--- config.mk ---
export PLATFORM = sky130hd
export DESIGN_NAME = sorted_priority_queue_top
export DESIGN_NICKNAME = d
export VERILOG_FILES = /design/src/rtl/spq_pkg.sv /design/src/rtl/spq_cell.sv /design/src/rtl/sorted_priority_queue_top.sv
export SDC_FILE = /design/constraint.sdc
export NUM_CORES = 2
export LEC_CHECK = 0
export BUFFER_PORTS_ARGS = -buffer_cell sky130_fd_sc_hd__buf_2
export CORE_MARGIN = 2
export CORE_UTILIZATION = 32
export CTS_CLUSTER_SIZE = 40
export DETAILED_ROUTE_END_ITERATION = 12
export PLACE_DENSITY_LB_ADDON = 0.25
export SKIP_CTS_REPAIR_TIMING = 1
export SLEW_MARGIN = 10
export SYNTH_ARGS = -nofsm -noshare
export SYNTH_HDL_FRONTEND = slang
export SYNTH_SLANG_ARGS = --single-unit
--- constraint.sdc ---
create_clock -name clk -period 9.1 [get_ports clk]
set_input_delay 0.455 -clock clk [delete_from_list [all_inputs] [get_ports clk]]
set_output_delay 0.455 -clock clk [all_outputs]
set_load 0.1 [all_outputs]
--- src/rtl/spq_pkg.sv ---
// ----------------------------------------------------------------------------
// spq_pkg
// Shared types and constants for the sorted priority queue.
// ----------------------------------------------------------------------------
package spq_pkg;

  localparam int CAPACITY      = 16;
  localparam int PRIORITY_BITS = 16;
  localparam int VALUE_BITS    = 32;
  localparam int COUNT_W       = $clog2(CAPACITY + 1);

  // Command codes carried in s_tuser.
  localparam logic CMD_ENQUEUE = 1'b0;
  localparam logic CMD_DEQUEUE = 1'b1;

  typedef struct packed {
    logic [VALUE_BITS-1:0]    value;
    logic [PRIORITY_BITS-1:0] prio;
  } entry_t;

  // Operation broadcast to every cell in the row.
  typedef struct packed {
    logic enq;
    logic deq;
  } spq_op_t;

endpackage

--- src/rtl/spq_cell.sv ---
// ----------------------------------------------------------------------------
// spq_cell
// One slot of the sorted row: holds an entry and shifts towards either
// neighbour on an insert or a removal.
// ----------------------------------------------------------------------------
module spq_cell (
  input  logic            clk,
  input  spq_pkg::spq_op_t op,
  input  spq_pkg::entry_t new_entry,
  input  spq_pkg::entry_t left_entry,
  input  spq_pkg::entry_t right_entry,
  input  logic            left_le,
  input  logic            occupied,
  output logic            le,
  output spq_pkg::entry_t entry
);
  import spq_pkg::*;

  // The new entry goes after every held entry with a priority not greater.
  assign le = occupied && (entry.prio <= new_entry.prio);

  always_ff @(posedge clk) begin
    if (op.enq && !le) begin
      // The first cell that does not stay takes the new entry; the ones
      // behind it take their left neighbour's entry.
      entry <= left_le ? new_entry : left_entry;
    end else if (op.deq) begin
      entry <= right_entry;
    end
  end

endmodule

--- src/rtl/sorted_priority_queue_top.sv ---
// ----------------------------------------------------------------------------
// sorted_priority_queue_top
// Sorted priority queue built as a row of cells; ties leave in arrival order.
// ----------------------------------------------------------------------------
// Result: the result of a request is registered and is on the master side in
// the cycle after the request is taken.
// Throughput: one request per cycle, as the whole cell row updates at once;
// s_tready falls only while a result waits on m_tready.
// Reset: rst clears the fill count and the result valid flag; entry storage
// and the result payload are not cleared.
module sorted_priority_queue_top (
  input  logic        clk,
  input  logic        rst,
  input  logic        s_tvalid,
  output logic        s_tready,
  input  logic [47:0] s_tdata,   // item_value[31:0], item_priority[47:32]
  input  logic [0:0]  s_tuser,   // command[0]
  output logic        m_tvalid,
  input  logic        m_tready,
  output logic [55:0] m_tdata,   // out_value[31:0], out_priority[47:32],
                                 // fill_count[52:48], zero fill[55:53]
  output logic [2:0]  m_tuser    // out_valid[0], underflow[1], overflow[2]
);
  import spq_pkg::*;

  logic                accept;
  logic                full;
  logic                empty;
  logic                is_deq;
  spq_op_t             op;
  entry_t              new_entry;
  entry_t              cell_entry [CAPACITY];
  logic                cell_le    [CAPACITY];
  logic [COUNT_W-1:0]  count;
  logic [COUNT_W-1:0]  count_next;
  logic [VALUE_BITS-1:0]    res_value;
  logic [PRIORITY_BITS-1:0] res_prio;
  logic [COUNT_W-1:0]  res_fill;
  logic                res_valid;
  logic                res_under;
  logic                res_over;

  assign s_tready  = !m_tvalid || m_tready;
  assign accept    = s_tvalid && s_tready;
  assign is_deq    = (s_tuser[0] == CMD_DEQUEUE);
  assign full      = (count == COUNT_W'(CAPACITY));
  assign empty     = (count == '0);
  assign new_entry = '{value: s_tdata[31:0], prio: s_tdata[47:32]};

  always_comb begin
    op.enq     = accept && !is_deq && !full;
    op.deq     = accept && is_deq && !empty;
    count_next = count;
    if (op.enq) begin
      count_next = count + COUNT_W'(1);
    end else if (op.deq) begin
      count_next = count - COUNT_W'(1);
    end
  end

  for (genvar i = 0; i < CAPACITY; i++) begin : g_cell
    entry_t left_e;
    entry_t right_e;
    logic   left_l;

    if (i == 0) begin : g_first
      assign left_e = new_entry;
      assign left_l = 1'b1;
    end else begin : g_mid
      assign left_e = cell_entry[i-1];
      assign left_l = cell_le[i-1];
    end

    if (i == CAPACITY - 1) begin : g_last
      assign right_e = '0;
    end else begin : g_inner
      assign right_e = cell_entry[i+1];
    end

    spq_cell u_cell (
      .clk        (clk),
      .op         (op),
      .new_entry  (new_entry),
      .left_entry (left_e),
      .right_entry(right_e),
      .left_le    (left_l),
      .occupied   (COUNT_W'(i) < count),
      .le         (cell_le[i]),
      .entry      (cell_entry[i])
    );
  end

  always_ff @(posedge clk) begin
    if (rst) begin
      count    <= '0;
      m_tvalid <= 1'b0;
    end else begin
      count <= count_next;
      if (accept) begin
        m_tvalid <= 1'b1;
      end else if (m_tready) begin
        m_tvalid <= 1'b0;
      end
    end
  end

  // Result payload; the front cell supplies a removed entry.
  always_ff @(posedge clk) begin
    if (accept) begin
      res_value <= op.deq ? cell_entry[0].value : '0;
      res_prio  <= op.deq ? cell_entry[0].prio  : '0;
      res_valid <= op.deq;
      res_under <= is_deq && empty;
      res_over  <= !is_deq && full;
      res_fill  <= count_next;
    end
  end

  assign m_tdata[31:0]  = res_value;
  assign m_tdata[47:32] = res_prio;
  assign m_tdata[52:48] = res_fill;
  assign m_tdata[55:53] = 3'b000;
  assign m_tuser        = {res_over, res_under, res_valid};

endmodule

==> impl_metrics.csv <==
group,metric,value,unit
route,wl_met1,71400,um
pwr,power_density,218,nW/um^2
placement,dp_hpwl,100000,um
status,status,"finished, final reports clean",
yosys,synth_area,47200,um^2
cells_and_area,final_cells,6475,
yosys,synth-async-reset-ratio,0,%
worst_setup_path,crit_required,9.43,ns
timing,tightest_slew,1.11,ns
timing,drv_slew,0,
worst_hold_path,hold_depth,3,
route,routed.top_layer,"met5",
worst_hold_path,min_from,"m_tready",
timing,setup_viol,0,
grt,grt_pass1_wl,233000,um
route,dr_wl_met3,10900,um
timing,fin_crit_sh,57.6,%
route,initialDrtViolationCount,3360,
route,wl_met2,70000,um
pwr,p_int,7.89,mW
cells_and_area,area_growth_syn_to_layout,11.8,%
pwr,ir_worst_vdd,0.145,mV
route,final_antenna_net_count,0,
yosys,yosysTopAreaCell,"edfxtp_1",
worst_setup_path,crit_path_end_kind,"flop",
cells_and_area,final_common_cell,"edfxtp_1",
worst_setup_path,r2r_end,"g_cell[1].u_cell.entry[34]",
floorplanning,dieWidth,388,um
timing,fin_tns_setup,0,ns
cts,numCtsBuffers,97,
route,first_pass_iters,6,
pwr,clkPwrFrac,35.2,%
cts,cts.htree.levels,3,
yosys,synth-seq-cells,830,
cts,tritoncts,"done",
placement,placed_cells_incl_taps,6302,
grt,grt_usage,20.3,%
floorplanning,initial_core_util,32.3,%
cts,cts_sinks,830,
timing,relSlewSlack,25.2,%
yosys,ys_warn_count,0,
yosys,synth_top_area_share,52.4,%
cells_and_area,final_nets,4797,
cells_and_area,layout_common_cells,"edfxtp_1 (824), nand2_1 (682), nor2_1 (608)",
yosys,synth-edff-count,824,
grt,grt_max_degree,97,
timing,fin_crit,5.25,ns
timing,fmax,0.191,GHz
worst_setup_path,crit_fanout,31,
yosys,synth-seq-area-share,52.7,%
timing,timing_hold_violations_final,0,
pwr,combPwrFrac,20.1,%
pwr,switching_share,31.4,%
floorplanning,die_h,388,um
route,drcViolationCount,0,
cts,cts_root_buffer,"clkbuf_16",
worst_hold_path,hold_end,"m_tvalid",
worst_setup_path,r2r_start,"count[2]",
route,routed_wirelength,157000,um
grt,grt_pass1_vias,35500,
floorplanning,dieArea,151000,um^2
pwr,p_seq_share,44.7,%
placement,gp_congestion,0.901,
worst_hold_path,hold_class,"input pin to flop",
yosys,yosysUniqueCellTypes,61,
worst_setup_path,rrSetupSlack,3.85,ns
pwr,switching_power,3.62,mW
grt,antenna_found_initial,5,
route,vias_per_cell,5.59,
floorplanning,core-area,146000,um^2
floorplanning,ioPinCount,114,
yosys,synth_area_leaders,"edfxtp_1 (52%), mux2i_1 (9.9%), ha_1 (6.9%)",
route,vias,36200,
worst_setup_path,cp.arrival,5.57,ns
yosys,synth_cells,4586,
cts,clockBufferDepth,3,
cts,cts.reportedPaths.clkPinSlew,0.06,ns
floorplanning,num_rows,140,
timing,rsz0062_at_grt,"false",
cells_and_area,drive_gt1_share,9.57,%
worst_setup_path,criticalPathCategory,"flop to flop",
run,max_cap_violations,0,
grt,overflow,0,
cts,clk_latency,0.71,ns
route,avgRoutedWirePerCell,24.2,um
timing,clock_skew,0.0300,ns
worst_setup_path,rr_worst_depth,7,
yosys,yosys_most_used_dff,"edfxtp_1",
pwr,power_leakage,19.9,nW
worst_setup_path,cp-start-kind,"flop",
placement,numPortBuffers,110,
yosys,avgSynthCellArea,10.3,um^2
## critical path, stage by stage, from the launching register on
cell and delay (ns):
dfxtp_1 0.52, nor3_2 0.94, o21ai_0 0.54, o2111ai_1 0.31
a2111o_1 0.64, and3_4 0.58, nand2b_2 0.65, buf_4 0.63
## worst max path at each step
| stage | startpoint | endpoint | slack, ns |
|---|---|---|---|
| 6_report | count[2] | g_cell[1].u_cell.entry[34] | 3.85 |
| 5_1_grt | count[2] | g_cell[1].u_cell.entry[41] | 3.72 |
| 4_1_cts | count[2] | g_cell[1].u_cell.entry[44] | 3.95 |
| 3_5_place_dp | s_tdata[46] | g_cell[5].u_cell.entry[3] | 3.62 |
| 3_3_place_gp | s_tdata[46] | g_cell[5].u_cell.entry[3] | 3.75 |
| 2_1_floorplan | s_tdata[46] | g_cell[2].u_cell.entry[0] | 2.68 |
## through the flow
stage / total power, mW / util, % / setup WS (ns) / hold WS, ns / cell area [um^2]
floorplan: 6.69 / - / 2.68 / 0.522 / 47200
global route: 12.0 / 36.1 / 3.72 / 0.0821 / 52700
global placement: 7.47 / 33.9 / 3.75 / 0.508 / 49500
CTS: 11.6 / 36.1 / 3.95 / -0.0695 / 52700
finish: 11.5 / 36.1 / 3.85 / 0.0707 / 52700
detailed placement: 7.51 / 33.9 / 3.62 / 0.530 / 49500
## Yosys cell counts (7+ instances only)
master,n
ha_1,259
or4_1,7
nand2b_1,9
nand4_1,46
mux2_2,48
nand2_1,690
and2_1,51
o211ai_1,11
buf_1,27
edfxtp_1,824
a21oi_1,467
nor4_1,17
a21o_1,15
nand3_1,58
a221oi_1,47
buf_4,15
inv_1,47
buf_2,72
a31oi_1,195
nor2b_1,21
mux2i_1,466
nor2_1,618
o21ai_0,186
nor3_1,21
clkbuf_1,271
## logic make-up after synthesis
| logic type | after synthesis | synth area share, % |
|---|---|---|
| AOI/OAI and AO/OA | 978 | 11.8 |
| muxes | 514 | 11.0 |
| buffers and inverters | 434 | 3.79 |
| other | 1 | 0.00795 |
| and+or+nand+nor | 1567 | 13.7 |
| adders and majority gates | 259 | 6.87 |
| DFF | 830 | 52.7 |
| xor gates and xnor gates | 3 | 0.0557 |
## metal layers
metal,vias up,global-route usage (%)
li1,16500,-
met1,18100,28.9
met2,1292,31.9
met3,234,3.10
met4,2,6.08
met5,-,0
## cell type report
| type | count | area, um^2 |
|---|---|---|
| inverters | 47 | 178 |
| diodes | 1 | 2.50 |
| clock buffers | 120 | 2630 |
| fillers | 14700 | 93400 |
| flip-flops and latches | 830 | 24900 |
| repair buffers | 185 | 1140 |
| well taps | 1917 | 2400 |
| multi-input cells | 3324 | 20900 |
| clock inverters | 51 | 593 |
## power groups by stage
stage / Clock (mW) / Sequential, mW / Combinational (mW)
after CTS: 4.14 / 5.14 / 2.30
final: 4.06 / 5.15 / 2.31
after global routing: 4.27 / 5.19 / 2.53
after global placement: 0 / 5.22 / 2.25
after detailed placement: 0 / 5.22 / 2.29
after floorplan: 0 / 5.22 / 1.47
## registers in the layout, indices dropped and copies added (netlist names)
name                 flops
count                    5
g_cell.u_cell.entry    768
m_tvalid                 1
res_fill                 5
res_over                 1
res_prio                16
res_under                1
res_valid                1
res_value               32
Note: power is estimated with default switching activity, not from simulation.
